`src/design/ffba_pkg.sv`:
```
`default_nettype none
package ffba_pkg;

  // Default sizes of the arena and the record store
  localparam int unsigned MAX_BLOCKS_DEF   = 64;
  localparam int unsigned ARENA_BITS_DEF   = 16;
  localparam int unsigned HEADER_BYTES_DEF = 32;
  localparam int unsigned MIN_SPLIT_DEF    = 16;

  // Width that holds request + header + minimum split without overflow
  localparam int unsigned CMP_W = 34;

  // APB register map
  localparam int unsigned APB_AW    = 3;
  localparam logic        REG_BASE  = 1'b0;
  localparam logic        REG_BYTES = 1'b1;

  localparam logic [15:0] BYTES_RST = 16'hFFFF;

  localparam logic OP_ALLOC = 1'b0;
  localparam logic OP_FREE  = 1'b1;

  localparam logic [1:0] ST_OK      = 2'd0;
  localparam logic [1:0] ST_NOSPACE = 2'd1;
  localparam logic [1:0] ST_NULL    = 2'd2;
  localparam logic [1:0] ST_UNKNOWN = 2'd3;

  typedef enum logic [3:0] {
    S_INIT,
    S_IDLE,
    S_EXAM,
    S_GRAB,
    S_GRAB2,
    S_SPLIT_W,
    S_SPLIT_C,
    S_FIX_RD,
    S_FIX_WR,
    S_F_NX,
    S_F_NXCHK,
    S_F_WC,
    S_F_PVCHK,
    S_F_WP,
    S_DONE
  } st_e;

endpackage
`default_nettype wire

```
`src/design/ffba_ram.sv`:
```
`default_nettype none
module ffba_ram #(
  parameter int unsigned WIDTH = 8,
  parameter int unsigned DEPTH = 64
) (
  input  wire logic                             clk_i,
  input  wire logic                             we_i,
  input  wire logic [$clog2(DEPTH)-1:0]         waddr_i,
  input  wire logic [WIDTH-1:0]                 wdata_i,
  input  wire logic                             re_i,
  input  wire logic [$clog2(DEPTH)-1:0]         raddr_i,
  output logic      [WIDTH-1:0]                 rdata_o
);

  logic [WIDTH-1:0] mem [DEPTH];

  always_ff @(posedge clk_i) begin
    if (we_i) begin
      mem[waddr_i] <= wdata_i;
    end
  end

  always_ff @(posedge clk_i) begin
    if (re_i) begin
      rdata_o <= mem[raddr_i];
    end
  end

endmodule
`default_nettype wire

```
`src/design/first_fit_block_allocator.sv`:
```
`default_nettype none
// Sequence: a free of a null address goes from idle straight to the final state; otherwise
//   the chain is walked one record a cycle from the record memory, then the updates run.
// Items: one item at a time; the final state waits while an earlier result is still held
//   by a stalled sink.
// Reset: asynchronous, active low. After reset, and after each write of arena_bytes, the
//   chain is rebuilt as one free block in record zero.
module first_fit_block_allocator #(
  parameter int unsigned MAX_BLOCKS   = ffba_pkg::MAX_BLOCKS_DEF,
  parameter int unsigned ARENA_BITS   = ffba_pkg::ARENA_BITS_DEF,
  parameter int unsigned HEADER_BYTES = ffba_pkg::HEADER_BYTES_DEF,
  parameter int unsigned MIN_SPLIT    = ffba_pkg::MIN_SPLIT_DEF
) (
  input  wire logic                         clk_i,
  input  wire logic                         rst_ni,
  // input items
  input  wire logic                         s_tvalid,
  output logic                              s_tready,
  input  wire logic [47:0]                  s_tdata,  // [15:0] request_bytes, [47:16] payload_address
  input  wire logic [0:0]                   s_tuser,  // [0] opcode
  // result items
  output logic                              m_tvalid,
  input  wire logic                         m_tready,
  output logic      [31:0]                  m_tdata,  // [31:0] granted_address
  output logic      [1:0]                   m_tuser,  // [1:0] status
  // configuration
  input  wire logic                         psel,
  input  wire logic                         penable,
  input  wire logic                         pwrite,
  input  wire logic [ffba_pkg::APB_AW-1:0]  paddr,
  input  wire logic [31:0]                  pwdata,
  output logic      [31:0]                  prdata,
  output logic                              pready
);

  localparam int unsigned IW = $clog2(MAX_BLOCKS);
  localparam int unsigned PW = IW + 1;
  localparam logic [PW-1:0] NONE = PW'(MAX_BLOCKS);
  localparam logic [ARENA_BITS-1:0] HDR_A = ARENA_BITS'(HEADER_BYTES);
  localparam int unsigned CW = ffba_pkg::CMP_W;

  // One record of the chain, as stored in the record memory
  typedef struct packed {
    logic [ARENA_BITS-1:0] start;
    logic [ARENA_BITS-1:0] pay;
    logic                  free;
    logic [PW-1:0]         nxt;
    logic [PW-1:0]         prv;
  } rec_t;

  localparam int unsigned RW = $bits(rec_t);

  ffba_pkg::st_e state_q, state_d, ret_q, ret_d;

  logic        op_q, op_d;
  logic [15:0] req_q, req_d;
  logic [31:0] addr_q, addr_d;
  logic [IW-1:0] cur_q, cur_d, head_q, head_d, nr_q, nr_d, pv_q, pv_d;
  logic [IW-1:0] fix_idx_q, fix_idx_d, fix_val_q, fix_val_d;
  logic [PW-1:0] steps_q, steps_d, sp_q, sp_d, fresh_q, fresh_d;
  rec_t        c_q, c_d, p_q, p_d;
  logic [31:0] res_addr_q, res_addr_d;
  logic [1:0]  res_st_q, res_st_d;
  logic        ov_q;
  logic [31:0] out_addr_q;
  logic [1:0]  out_st_q;
  logic [31:0] base_q;
  logic [15:0] bytes_q;
  logic        load_out;

  // memory ports
  logic          rec_we, rec_re;
  logic [IW-1:0] rec_waddr, rec_raddr;
  rec_t          rec_wdata, rd_rec;
  logic [RW-1:0] rec_rdata;
  logic          stk_we, stk_re;
  logic [IW-1:0] stk_waddr, stk_raddr, stk_wdata, stk_rdata;

  // -------------------------------------------------------------------------
  // Configuration port
  // -------------------------------------------------------------------------
  logic cfg_wr, cfg_bytes_wr;
  assign pready       = 1'b1;
  assign cfg_wr       = psel && penable && pwrite;
  assign cfg_bytes_wr = cfg_wr && (paddr[2] == ffba_pkg::REG_BYTES);
  assign prdata       = (paddr[2] == ffba_pkg::REG_BYTES) ? {16'h0000, bytes_q} : base_q;

  always_ff @(posedge clk_i or negedge rst_ni) begin
    if (!rst_ni) begin
      base_q  <= '0;
      bytes_q <= ffba_pkg::BYTES_RST;
    end else if (cfg_wr) begin
      if (paddr[2] == ffba_pkg::REG_BASE) begin
        base_q <= pwdata;
      end else begin
        bytes_q <= pwdata[15:0];
      end
    end
  end

  // -------------------------------------------------------------------------
  // Storage: record memory and stack of released record numbers
  // -------------------------------------------------------------------------
  ffba_ram #(.WIDTH(RW), .DEPTH(MAX_BLOCKS)) u_rec_ram (
    .clk_i   (clk_i),
    .we_i    (rec_we),
    .waddr_i (rec_waddr),
    .wdata_i (rec_wdata),
    .re_i    (rec_re),
    .raddr_i (rec_raddr),
    .rdata_o (rec_rdata)
  );
  assign rd_rec = rec_t'(rec_rdata);

  ffba_ram #(.WIDTH(IW), .DEPTH(MAX_BLOCKS)) u_stk_ram (
    .clk_i   (clk_i),
    .we_i    (stk_we),
    .waddr_i (stk_waddr),
    .wdata_i (stk_wdata),
    .re_i    (stk_re),
    .raddr_i (stk_raddr),
    .rdata_o (stk_rdata)
  );

  // -------------------------------------------------------------------------
  // Decisions on the record just read
  // -------------------------------------------------------------------------
  logic [CW-1:0]         whole;
  logic                  fit_whole, fit_split, free_hit, walk_end, nx_merge, pv_merge;
  logic [ARENA_BITS-1:0] pay0, rd_end, c_end;
  logic [31:0]           rd_paddr;

  assign whole     = CW'(req_q) + CW'(HEADER_BYTES);
  assign fit_whole = rd_rec.free && (CW'(rd_rec.pay) >= whole);
  assign fit_split = fit_whole && (CW'(rd_rec.pay) >= whole + CW'(MIN_SPLIT));
  assign rd_paddr  = base_q + 32'(rd_rec.start) + 32'(HEADER_BYTES);
  assign free_hit  = (rd_paddr == addr_q);
  assign walk_end  = (steps_q + 1'b1 == PW'(MAX_BLOCKS)) || (rd_rec.nxt == NONE);
  assign rd_end    = rd_rec.start + HDR_A + rd_rec.pay;
  assign c_end     = c_q.start + HDR_A + c_q.pay;
  assign nx_merge  = rd_rec.free && (c_end == rd_rec.start);
  assign pv_merge  = rd_rec.free && (rd_end == c_q.start);
  assign pay0      = (bytes_q >= 16'(HEADER_BYTES)) ?
                     ARENA_BITS'(bytes_q - 16'(HEADER_BYTES)) : '0;

  // -------------------------------------------------------------------------
  // Sequencer: next state
  // -------------------------------------------------------------------------
  always_comb begin
    state_d = state_q;
    if (cfg_bytes_wr) begin
      state_d = ffba_pkg::S_INIT;
    end else begin
      unique case (state_q)
        ffba_pkg::S_INIT:  state_d = ffba_pkg::S_IDLE;
        ffba_pkg::S_IDLE: begin
          if (s_tvalid) begin
            state_d = (s_tuser[0] == ffba_pkg::OP_FREE && s_tdata[47:16] == '0) ?
                      ffba_pkg::S_DONE : ffba_pkg::S_EXAM;
          end
        end
        ffba_pkg::S_EXAM: begin
          if (op_q == ffba_pkg::OP_ALLOC) begin
            if (fit_split)      state_d = ffba_pkg::S_GRAB;
            else if (fit_whole) state_d = ffba_pkg::S_DONE;
            else if (walk_end)  state_d = ffba_pkg::S_DONE;
          end else begin
            if (free_hit)       state_d = ffba_pkg::S_F_NX;
            else if (walk_end)  state_d = ffba_pkg::S_DONE;
          end
        end
        ffba_pkg::S_GRAB: begin
          if (sp_q != '0)                      state_d = ffba_pkg::S_GRAB2;
          else if (fresh_q != PW'(MAX_BLOCKS)) state_d = ffba_pkg::S_SPLIT_W;
          else                                 state_d = ffba_pkg::S_DONE;
        end
        ffba_pkg::S_GRAB2:   state_d = ffba_pkg::S_SPLIT_W;
        ffba_pkg::S_SPLIT_W: state_d = (c_q.nxt != NONE) ? ffba_pkg::S_FIX_RD
                                                         : ffba_pkg::S_SPLIT_C;
        ffba_pkg::S_SPLIT_C: state_d = ffba_pkg::S_DONE;
        ffba_pkg::S_FIX_RD:  state_d = ffba_pkg::S_FIX_WR;
        ffba_pkg::S_FIX_WR:  state_d = ret_q;
        ffba_pkg::S_F_NX:    state_d = (c_q.nxt != NONE) ? ffba_pkg::S_F_NXCHK
                                                         : ffba_pkg::S_F_WC;
        ffba_pkg::S_F_NXCHK: state_d = (nx_merge && rd_rec.nxt != NONE) ? ffba_pkg::S_FIX_RD
                                                                        : ffba_pkg::S_F_WC;
        ffba_pkg::S_F_WC:    state_d = (c_q.prv != NONE) ? ffba_pkg::S_F_PVCHK
                                                         : ffba_pkg::S_DONE;
        ffba_pkg::S_F_PVCHK: begin
          if (!pv_merge)              state_d = ffba_pkg::S_DONE;
          else if (c_q.nxt != NONE)   state_d = ffba_pkg::S_FIX_RD;
          else                        state_d = ffba_pkg::S_F_WP;
        end
        ffba_pkg::S_F_WP:    state_d = ffba_pkg::S_DONE;
        ffba_pkg::S_DONE:    state_d = (!ov_q || m_tready) ? ffba_pkg::S_IDLE
                                                           : ffba_pkg::S_DONE;
        default:             state_d = ffba_pkg::S_INIT;
      endcase
    end
  end

  // -------------------------------------------------------------------------
  // Sequencer: memory accesses and datapath updates
  // -------------------------------------------------------------------------
  always_comb begin
    op_d       = op_q;
    req_d      = req_q;
    addr_d     = addr_q;
    cur_d      = cur_q;
    head_d     = head_q;
    nr_d       = nr_q;
    pv_d       = pv_q;
    fix_idx_d  = fix_idx_q;
    fix_val_d  = fix_val_q;
    ret_d      = ret_q;
    steps_d    = steps_q;
    sp_d       = sp_q;
    fresh_d    = fresh_q;
    c_d        = c_q;
    p_d        = p_q;
    res_addr_d = res_addr_q;
    res_st_d   = res_st_q;
    rec_we     = 1'b0;
    rec_waddr  = '0;
    rec_wdata  = '0;
    rec_re     = 1'b0;
    rec_raddr  = '0;
    stk_we     = 1'b0;
    stk_waddr  = '0;
    stk_wdata  = '0;
    stk_re     = 1'b0;
    stk_raddr  = '0;
    load_out   = 1'b0;

    unique case (state_q)
      ffba_pkg::S_INIT: begin
        // rebuild the chain as one free block in record zero
        rec_we    = 1'b1;
        rec_wdata = '{start: '0, pay: pay0, free: 1'b1, nxt: NONE, prv: NONE};
        head_d    = '0;
        sp_d      = '0;
        fresh_d   = PW'(1);
      end
      ffba_pkg::S_IDLE: begin
        if (s_tvalid) begin
          op_d       = s_tuser[0];
          req_d      = s_tdata[15:0];
          addr_d     = s_tdata[47:16];
          steps_d    = '0;
          cur_d      = head_q;
          res_addr_d = '0;
          res_st_d   = ffba_pkg::ST_NULL;
          rec_re     = 1'b1;
          rec_raddr  = head_q;
        end
      end
      ffba_pkg::S_EXAM: begin
        c_d = rd_rec;
        if (op_q == ffba_pkg::OP_ALLOC && fit_whole) begin
          res_addr_d = rd_paddr;
          res_st_d   = ffba_pkg::ST_OK;
          if (!fit_split) begin
            rec_we         = 1'b1;
            rec_waddr      = cur_q;
            rec_wdata      = rd_rec;
            rec_wdata.free = 1'b0;
          end
        end else if (op_q == ffba_pkg::OP_FREE && free_hit) begin
          c_d.free   = 1'b1;
          res_addr_d = '0;
          res_st_d   = ffba_pkg::ST_OK;
        end else if (walk_end) begin
          res_addr_d = '0;
          res_st_d   = (op_q == ffba_pkg::OP_ALLOC) ? ffba_pkg::ST_NOSPACE
                                                    : ffba_pkg::ST_UNKNOWN;
        end else begin
          // advance along the chain, reading the next record at once
          cur_d     = rd_rec.nxt[IW-1:0];
          steps_d   = steps_q + 1'b1;
          rec_re    = 1'b1;
          rec_raddr = rd_rec.nxt[IW-1:0];
        end
      end
      ffba_pkg::S_GRAB: begin
        if (sp_q != '0) begin
          stk_re    = 1'b1;
          stk_raddr = IW'(sp_q - 1'b1);
          sp_d      = sp_q - 1'b1;
        end else if (fresh_q != PW'(MAX_BLOCKS)) begin
          nr_d    = fresh_q[IW-1:0];
          fresh_d = fresh_q + 1'b1;
        end else begin
          // no spare record: hand the block out whole
          rec_we         = 1'b1;
          rec_waddr      = cur_q;
          rec_wdata      = c_q;
          rec_wdata.free = 1'b0;
        end
      end
      ffba_pkg::S_GRAB2: begin
        nr_d = stk_rdata;
      end
      ffba_pkg::S_SPLIT_W: begin
        rec_we    = 1'b1;
        rec_waddr = nr_q;
        rec_wdata = '{start: ARENA_BITS'(CW'(c_q.start) + whole),
                      pay:   ARENA_BITS'(CW'(c_q.pay) - whole),
                      free:  1'b1,
                      nxt:   c_q.nxt,
                      prv:   PW'(cur_q)};
        fix_idx_d = c_q.nxt[IW-1:0];
        fix_val_d = nr_q;
        ret_d     = ffba_pkg::S_SPLIT_C;
      end
      ffba_pkg::S_SPLIT_C: begin
        rec_we    = 1'b1;
        rec_waddr = cur_q;
        rec_wdata = '{start: c_q.start, pay: ARENA_BITS'(req_q), free: 1'b0,
                      nxt: PW'(nr_q), prv: c_q.prv};
      end
      ffba_pkg::S_FIX_RD: begin
        rec_re    = 1'b1;
        rec_raddr = fix_idx_q;
      end
      ffba_pkg::S_FIX_WR: begin
        rec_we        = 1'b1;
        rec_waddr     = fix_idx_q;
        rec_wdata     = rd_rec;
        rec_wdata.prv = PW'(fix_val_q);
      end
      ffba_pkg::S_F_NX: begin
        rec_re    = 1'b1;
        rec_raddr = c_q.nxt[IW-1:0];
      end
      ffba_pkg::S_F_NXCHK: begin
        if (nx_merge) begin
          // fold the successor into this block and release its record
          c_d.pay   = c_q.pay + HDR_A + rd_rec.pay;
          c_d.nxt   = rd_rec.nxt;
          stk_we    = 1'b1;
          stk_waddr = sp_q[IW-1:0];
          stk_wdata = c_q.nxt[IW-1:0];
          sp_d      = sp_q + 1'b1;
          if (head_q == c_q.nxt[IW-1:0]) begin
            head_d = cur_q;
          end
          fix_idx_d = rd_rec.nxt[IW-1:0];
          fix_val_d = cur_q;
          ret_d     = ffba_pkg::S_F_WC;
        end
      end
      ffba_pkg::S_F_WC: begin
        rec_we    = 1'b1;
        rec_waddr = cur_q;
        rec_wdata = c_q;
        if (c_q.prv != NONE) begin
          rec_re    = 1'b1;
          rec_raddr = c_q.prv[IW-1:0];
        end
      end
      ffba_pkg::S_F_PVCHK: begin
        if (pv_merge) begin
          // fold this block into its predecessor and release its record
          p_d       = rd_rec;
          p_d.pay   = rd_rec.pay + HDR_A + c_q.pay;
          p_d.nxt   = c_q.nxt;
          pv_d      = c_q.prv[IW-1:0];
          stk_we    = 1'b1;
          stk_waddr = sp_q[IW-1:0];
          stk_wdata = cur_q;
          sp_d      = sp_q + 1'b1;
          if (head_q == cur_q) begin
            head_d = c_q.prv[IW-1:0];
          end
          fix_idx_d = c_q.nxt[IW-1:0];
          fix_val_d = c_q.prv[IW-1:0];
          ret_d     = ffba_pkg::S_F_WP;
        end
      end
      ffba_pkg::S_F_WP: begin
        rec_we    = 1'b1;
        rec_waddr = pv_q;
        rec_wdata = p_q;
      end
      ffba_pkg::S_DONE: begin
        load_out = !ov_q || m_tready;
      end
      default: begin
      end
    endcase
  end

  // -------------------------------------------------------------------------
  // Registers
  // -------------------------------------------------------------------------
  always_ff @(posedge clk_i or negedge rst_ni) begin
    if (!rst_ni) begin
      state_q <= ffba_pkg::S_INIT;
      ret_q   <= ffba_pkg::S_DONE;
      head_q  <= '0;
      sp_q    <= '0;
      fresh_q <= PW'(1);
      steps_q <= '0;
      ov_q    <= 1'b0;
    end else begin
      state_q <= state_d;
      ret_q   <= ret_d;
      head_q  <= head_d;
      sp_q    <= sp_d;
      fresh_q <= fresh_d;
      steps_q <= steps_d;
      if (load_out) begin
        ov_q <= 1'b1;
      end else if (m_tready) begin
        ov_q <= 1'b0;
      end
    end
  end

  always_ff @(posedge clk_i) begin
    op_q       <= op_d;
    req_q      <= req_d;
    addr_q     <= addr_d;
    cur_q      <= cur_d;
    nr_q       <= nr_d;
    pv_q       <= pv_d;
    fix_idx_q  <= fix_idx_d;
    fix_val_q  <= fix_val_d;
    c_q        <= c_d;
    p_q        <= p_d;
    res_addr_q <= res_addr_d;
    res_st_q   <= res_st_d;
    if (load_out) begin
      out_addr_q <= res_addr_q;
      out_st_q   <= res_st_q;
    end
  end

  // hold a finished result in the output register while the next item runs
  assign s_tready = (state_q == ffba_pkg::S_IDLE);
  assign m_tvalid = ov_q;
  assign m_tdata  = out_addr_q;
  assign m_tuser  = out_st_q;

  // -------------------------------------------------------------------------
  // Assertions
  // -------------------------------------------------------------------------
  a_stack_bound: assert property (@(posedge clk_i) disable iff (!rst_ni)
    sp_q < fresh_q) else $error("released records exceed records handed out");

  a_walk_bound: assert property (@(posedge clk_i) disable iff (!rst_ni)
    (state_q == ffba_pkg::S_EXAM) |-> (steps_q < PW'(MAX_BLOCKS)))
    else $error("chain walk ran past the record count");

  a_null_free: assert property (@(posedge clk_i) disable iff (!rst_ni)
    (state_q == ffba_pkg::S_DONE && res_st_q == ffba_pkg::ST_NULL) |->
    (op_q == ffba_pkg::OP_FREE)) else $error("null status on an allocate");

  a_accept_go: assert property (@(posedge clk_i) disable iff (!rst_ni)
    (s_tvalid && s_tready) |=>
    (state_q == ffba_pkg::S_EXAM || state_q == ffba_pkg::S_DONE ||
     state_q == ffba_pkg::S_INIT)) else $error("accepted item did not start");

endmodule
`default_nettype wire

```
`config.mk`:
```
export PLATFORM = sky130hd
export DESIGN_NAME = first_fit_block_allocator
export DESIGN_NICKNAME = d
export VERILOG_FILES = /design/src/design/ffba_pkg.sv /design/src/design/ffba_ram.sv /design/src/design/first_fit_block_allocator.sv
export SDC_FILE = /design/constraint.sdc
export NUM_CORES = 2
export LEC_CHECK = 0
export BUFFER_PORTS_ARGS = -buffer_cell sky130_fd_sc_hd__buf_2
export CAP_MARGIN = 0
export CORE_MARGIN = 1
export CORE_UTILIZATION = 50
export CTS_CLUSTER_DIAMETER = 80
export DETAILED_ROUTE_END_ITERATION = 10
export GPL_TIMING_DRIVEN = 0
export PLACE_DENSITY = 0.65
export SLEW_MARGIN = 40
export SYNTH_ARGS = -nofsm -noshare
export SYNTH_HDL_FRONTEND = slang
export SYNTH_HIERARCHICAL = 1
export SYNTH_SLANG_ARGS = --single-unit
```
`constraint.sdc`:
```
create_clock -name clk_i -period 14.4 [get_ports clk_i]
set_clock_uncertainty 0.15 [all_clocks]
set_input_delay 0.72 -clock clk_i [delete_from_list [all_inputs] [get_ports clk_i]]
set_output_delay 0.72 -clock clk_i [all_outputs]
set_load 0.01 [all_outputs]
```
==> results.py <==
metrics = {
    "route": {
        "first_pass_iters": 11,
        "routed_wire_length_um": 488000,
        "routed_via_density": 6.65,
        "final_antenna_net_count": 0,
        "drcViolationCount": 0,
        "route.detailed.wl_per_inst_um": 37.1,
        "drt_iter0_markers": 14000,
        "vias": 87600,
    },
    "floorplanning": {
        "standard_cell_row_count": 202,
        "i_o_pins": 160,
        "fp.dieW_um": 555,
        "placeable_core_region_mm2": 0.304,
        "die_outline_area_mm2": 0.308,
        "dieHeight_um": 555,
        "initial_core_utilization": 0.504,
    },
    "clock_tree": {
        "cts_tree": "done",
        "cts_root_buf": "sky130_fd_sc_hd__clkbuf_16",
        "tritoncts.num_buffers": 385,
        "cts.repair_timing.setup_buffer_count": 0,
        "clock-sinks": 3770,
        "max-clock-path-buffers": 4,
        "cts.repair.resized": 0,
        "cts_max_level": 5,
        "worstSkewPairLatency_ns": 0.98,
        "hold_buffer_count_at_cts": 83,
        "cts.reportedPaths.clkPinSlew_ns": 0.06,
    },
    "pwr": {
        "netSwitchingPower_mw": 14.3,
        "ir_drop_v": 0.000145,
        "p_per_area_mw_per_mm2": 217,
        "clock_power_share": 0.252,
        "combinationalPowerShare": 0.365,
        "power.switching_fraction": 0.362,
        "seq_power_share": 0.383,
        "internal-power_mw": 25.2,
        "leakagePower_nw": 58.0,
    },
    "timing": {
        "grt_setup_unrepaired": "false",
        "final.min_clock_period_ns": 9.20,
        "timing_worst_slew_pin_value_ns": 0.952,
        "hold_violation_total_from_the_final_report": 0,
        "holdWs_ns": 0.122,
        "final_max_slew_viol_count": 0,
        "ratio_of_final_minimum_period_to_clock_period": 0.639,
        "timing.setup.tns_ns": 0,
        "finalSetupViolations": 0,
        "max-slew-margin-rel": 0.365,
        "fmax_mhz": 109,
    },
    "worst_setup_path": {
        "crit_path_category": "reg2reg",
        "timing.critical_path.buf_inv": 6,
        "crit_path_cell_trace": "ha_1, ha_1, inv_1, fa_1, nor2b_1, o211ai_1, a2111oi_0, o21ai_0, a211oi_1, nor3_1, nand4b_1, nor4_4, and3_4, nor2_4, a21o_1, buf_2, buf_2, buf_2, buf_2, buf_2, mux2i_1, a21oi_1, a21oi_1, nor2_1",
        "worst_path_slowest_cell": "sky130_fd_sc_hd__a2111oi_0",
        "critical_path_peak_fanout": 10,
        "critical-path-top-cell-by-count": "sky130_fd_sc_hd__buf_2",
        "critPathTopFamily": "buffers and inverters",
        "critPathRequiredTime_ns": 14.88,
        "worst_setup_ep_type": "flip-flop",
        "worst_setup_path_start_kind": "flip-flop",
        "cp_data_arrival_time_ns": 9.68,
        "cp_slowest_stage_delay_ns": 0.81,
    },
    "placement": {
        "detailed_placement_wirelength_estimate_um": 341000,
        "detailed_place.area_mm2": 0.169,
        "place.gp.congestion": 0.913,
        "port_buffers": 155,
    },
    "yosys": {
        "ys_top_cells_by_area": "sky130_fd_sc_hd__edfxtp_1 72%, sky130_fd_sc_hd__mux4_2 13%, sky130_fd_sc_hd__ha_1 1.5%, sky130_fd_sc_hd__mux2i_1 1.1%, sky130_fd_sc_hd__dfrtp_1 1.0%",
        "synth_flop_cell": "sky130_fd_sc_hd__edfxtp_1",
        "synth_cells": 7710,
        "synthDominantCellAreaShare": 0.724,
        "synthesis.area_per_instance_um2": 19.8,
        "netlist.top_cell.by_area": "sky130_fd_sc_hd__edfxtp_1",
        "post_synth_instance_area_mm2": 0.153,
        "yosys_warnings": 6,
        "synth-async-reset-ratio": 0.0223,
        "synth.ff_latch_count": 3770,
        "synth_cell_type_count": 103,
        "post_syn_nets": 7993,
        "synth_sequential_area_ratio": 0.738,
        "synth-edff-count": 3686,
    },
    "global_route": {
        "grt_pass1_wl_um": 671000,
        "grt_start_max_net_pins": 65,
        "antenna_found_initial": 28,
        "global_route.overflow_total": 0,
        "global_route.usage.total": 0.315,
        "via_count_of_the_first_global_routing_pass": 86100,
    },
    "status": {
        "outcome": "finished, final reports clean",
    },
    "finish": {
        "post_route_cells_drive_above_1_share": 0.285,
        "final_stage_net_count": 9041,
        "final_core_util": 0.602,
        "area_growth_pct": 19.5,
        "fin_area_mm2": 0.183,
    },
    "hold_path": {
        "hp-class": "in2reg",
    },
    "job": {
        "max-cap-violations": 0,
    },
}
-- cells in the mapped netlist (all sizes together), types with 82 or more instances --
cell type  number
mux4          891
clkbuf        214
nand2         297
mux2i         166
buf           184
nor2          384
o22ai         146
xnor2         129
a21oi         187
ha            186
o21ai         111
edfxtp       3686
mux2           82
-- flip-flops by register name (all words and copies together) (netlist names), 32 cells and up --
| name | count |
|---|---|
| u_rec_ram/rdata_o | 47 |
| res_addr_q | 32 |
| addr_q | 32 |
| u_stk_ram/mem | 384 |
| c_q | 47 |
| u_rec_ram/mem | 3008 |
| p_q | 47 |
| base_q | 32 |
| m_tdata | 32 |
-- layout make-up --
type	instances	area, um^2
fill	21100	121000
sequential	3770	113000
multi-input combinational	3463	39100
timing repair buffer	661	10700
clock buffer	458	10100
tap	4080	5100
clock inverter	248	2470
buffer	398	1990
inverter	79	299
antenna	14	35.0
-- kinds of logic after synthesis --
kind of cell | count (synthesis) | synth area share
XOR/XNOR | 202 | 0.0120
AO/OA/AOI/OAI | 842 | 0.0380
AND/OR/NAND/NOR | 1087 | 0.0334
buffers and inverters | 477 | 0.0142
flip-flops | 3770 | 0.738
multiplexers | 1139 | 0.148
adder cells (fa/ha/maj) | 192 | 0.0160
other | 1 | 0.0000245
-- cell usage in the layout, fill, tap and decap left out, types with 89 or more instances in the layout --
cell type and instances:
sky130_fd_sc_hd__a21oi_1 182, sky130_fd_sc_hd__buf_16 228, sky130_fd_sc_hd__buf_2 293, sky130_fd_sc_hd__buf_8 129, sky130_fd_sc_hd__clkbuf_1 197, sky130_fd_sc_hd__clkbuf_16 390, sky130_fd_sc_hd__edfxtp_1 3686, sky130_fd_sc_hd__ha_1 186
sky130_fd_sc_hd__mux2i_1 166, sky130_fd_sc_hd__mux4_2 885, sky130_fd_sc_hd__nand2_1 278, sky130_fd_sc_hd__nor2_1 315, sky130_fd_sc_hd__o21ai_0 89, sky130_fd_sc_hd__o22ai_1 131, sky130_fd_sc_hd__xnor2_1 129
-- final timing paths --
check / from / end / slack [ns] / depth (start not counted)
setup / recovery: u_rec_ram/rdata_o[32]$_DFFE_PP_ / u_rec_ram/rdata_o[26]$_DFFE_PP_ / 5.20 / 24
hold / removal: s_tvalid / state_q[0]$_DFFE_PN0P_ / 0.12 / 3
setup reg to reg: u_rec_ram/rdata_o[32]$_DFFE_PP_ / u_rec_ram/rdata_o[26]$_DFFE_PP_ / 5.20 / 24
hold reg to reg: res_addr_q[28]$_SDFFCE_PN0P_ / m_tdata[28]$_DFFE_PP_ / 0.27 / 0
max in group asynchronous: rst_ni / bytes_q[5]$_DFFE_PN1P_ / 13.33 / 3
min in group asynchronous: rst_ni / m_tvalid$_DFFE_PN0P_ / 0.13 / 2
-- power by group through the flow --
stage                     combinational, mW  sequential (mW)  clock, mW
after floorplan                        7.69             15.3          0
after global placement                 12.5             15.8          0
after detailed placement               13.9             15.4          0
after CTS                              14.0             15.1       10.0
after global routing                   14.9             15.2       10.4
final                                  14.4             15.1       9.96
-- routing by layer --
metal  wire (um)  track usage  vias to the layer above
met1      172000        0.412                    45500
li1            -            -                    34200
met5         192      0.00125                        -
met4       29400        0.155                       21
met2      228000        0.499                     6505
met3       59300       0.0744                     1455
-- tightest hold or removal path, cell delays in order --
cell and delay (ns):
sky130_fd_sc_hd__buf_2 0.13, sky130_fd_sc_hd__nor3_1 0.18, sky130_fd_sc_hd__a221o_1 0.16
-- metrics by stage --
step	cells	setup WS, ns	total power [mW]
after floorplan	7710	6.90	23.0
after global placement	11900	0.634	28.3
after detailed placement	12400	5.60	29.3
after CTS	13200	5.51	39.2
after global routing	13200	5.12	40.5
final	13200	5.20	39.5
Power figures use the tool's default switching activity.
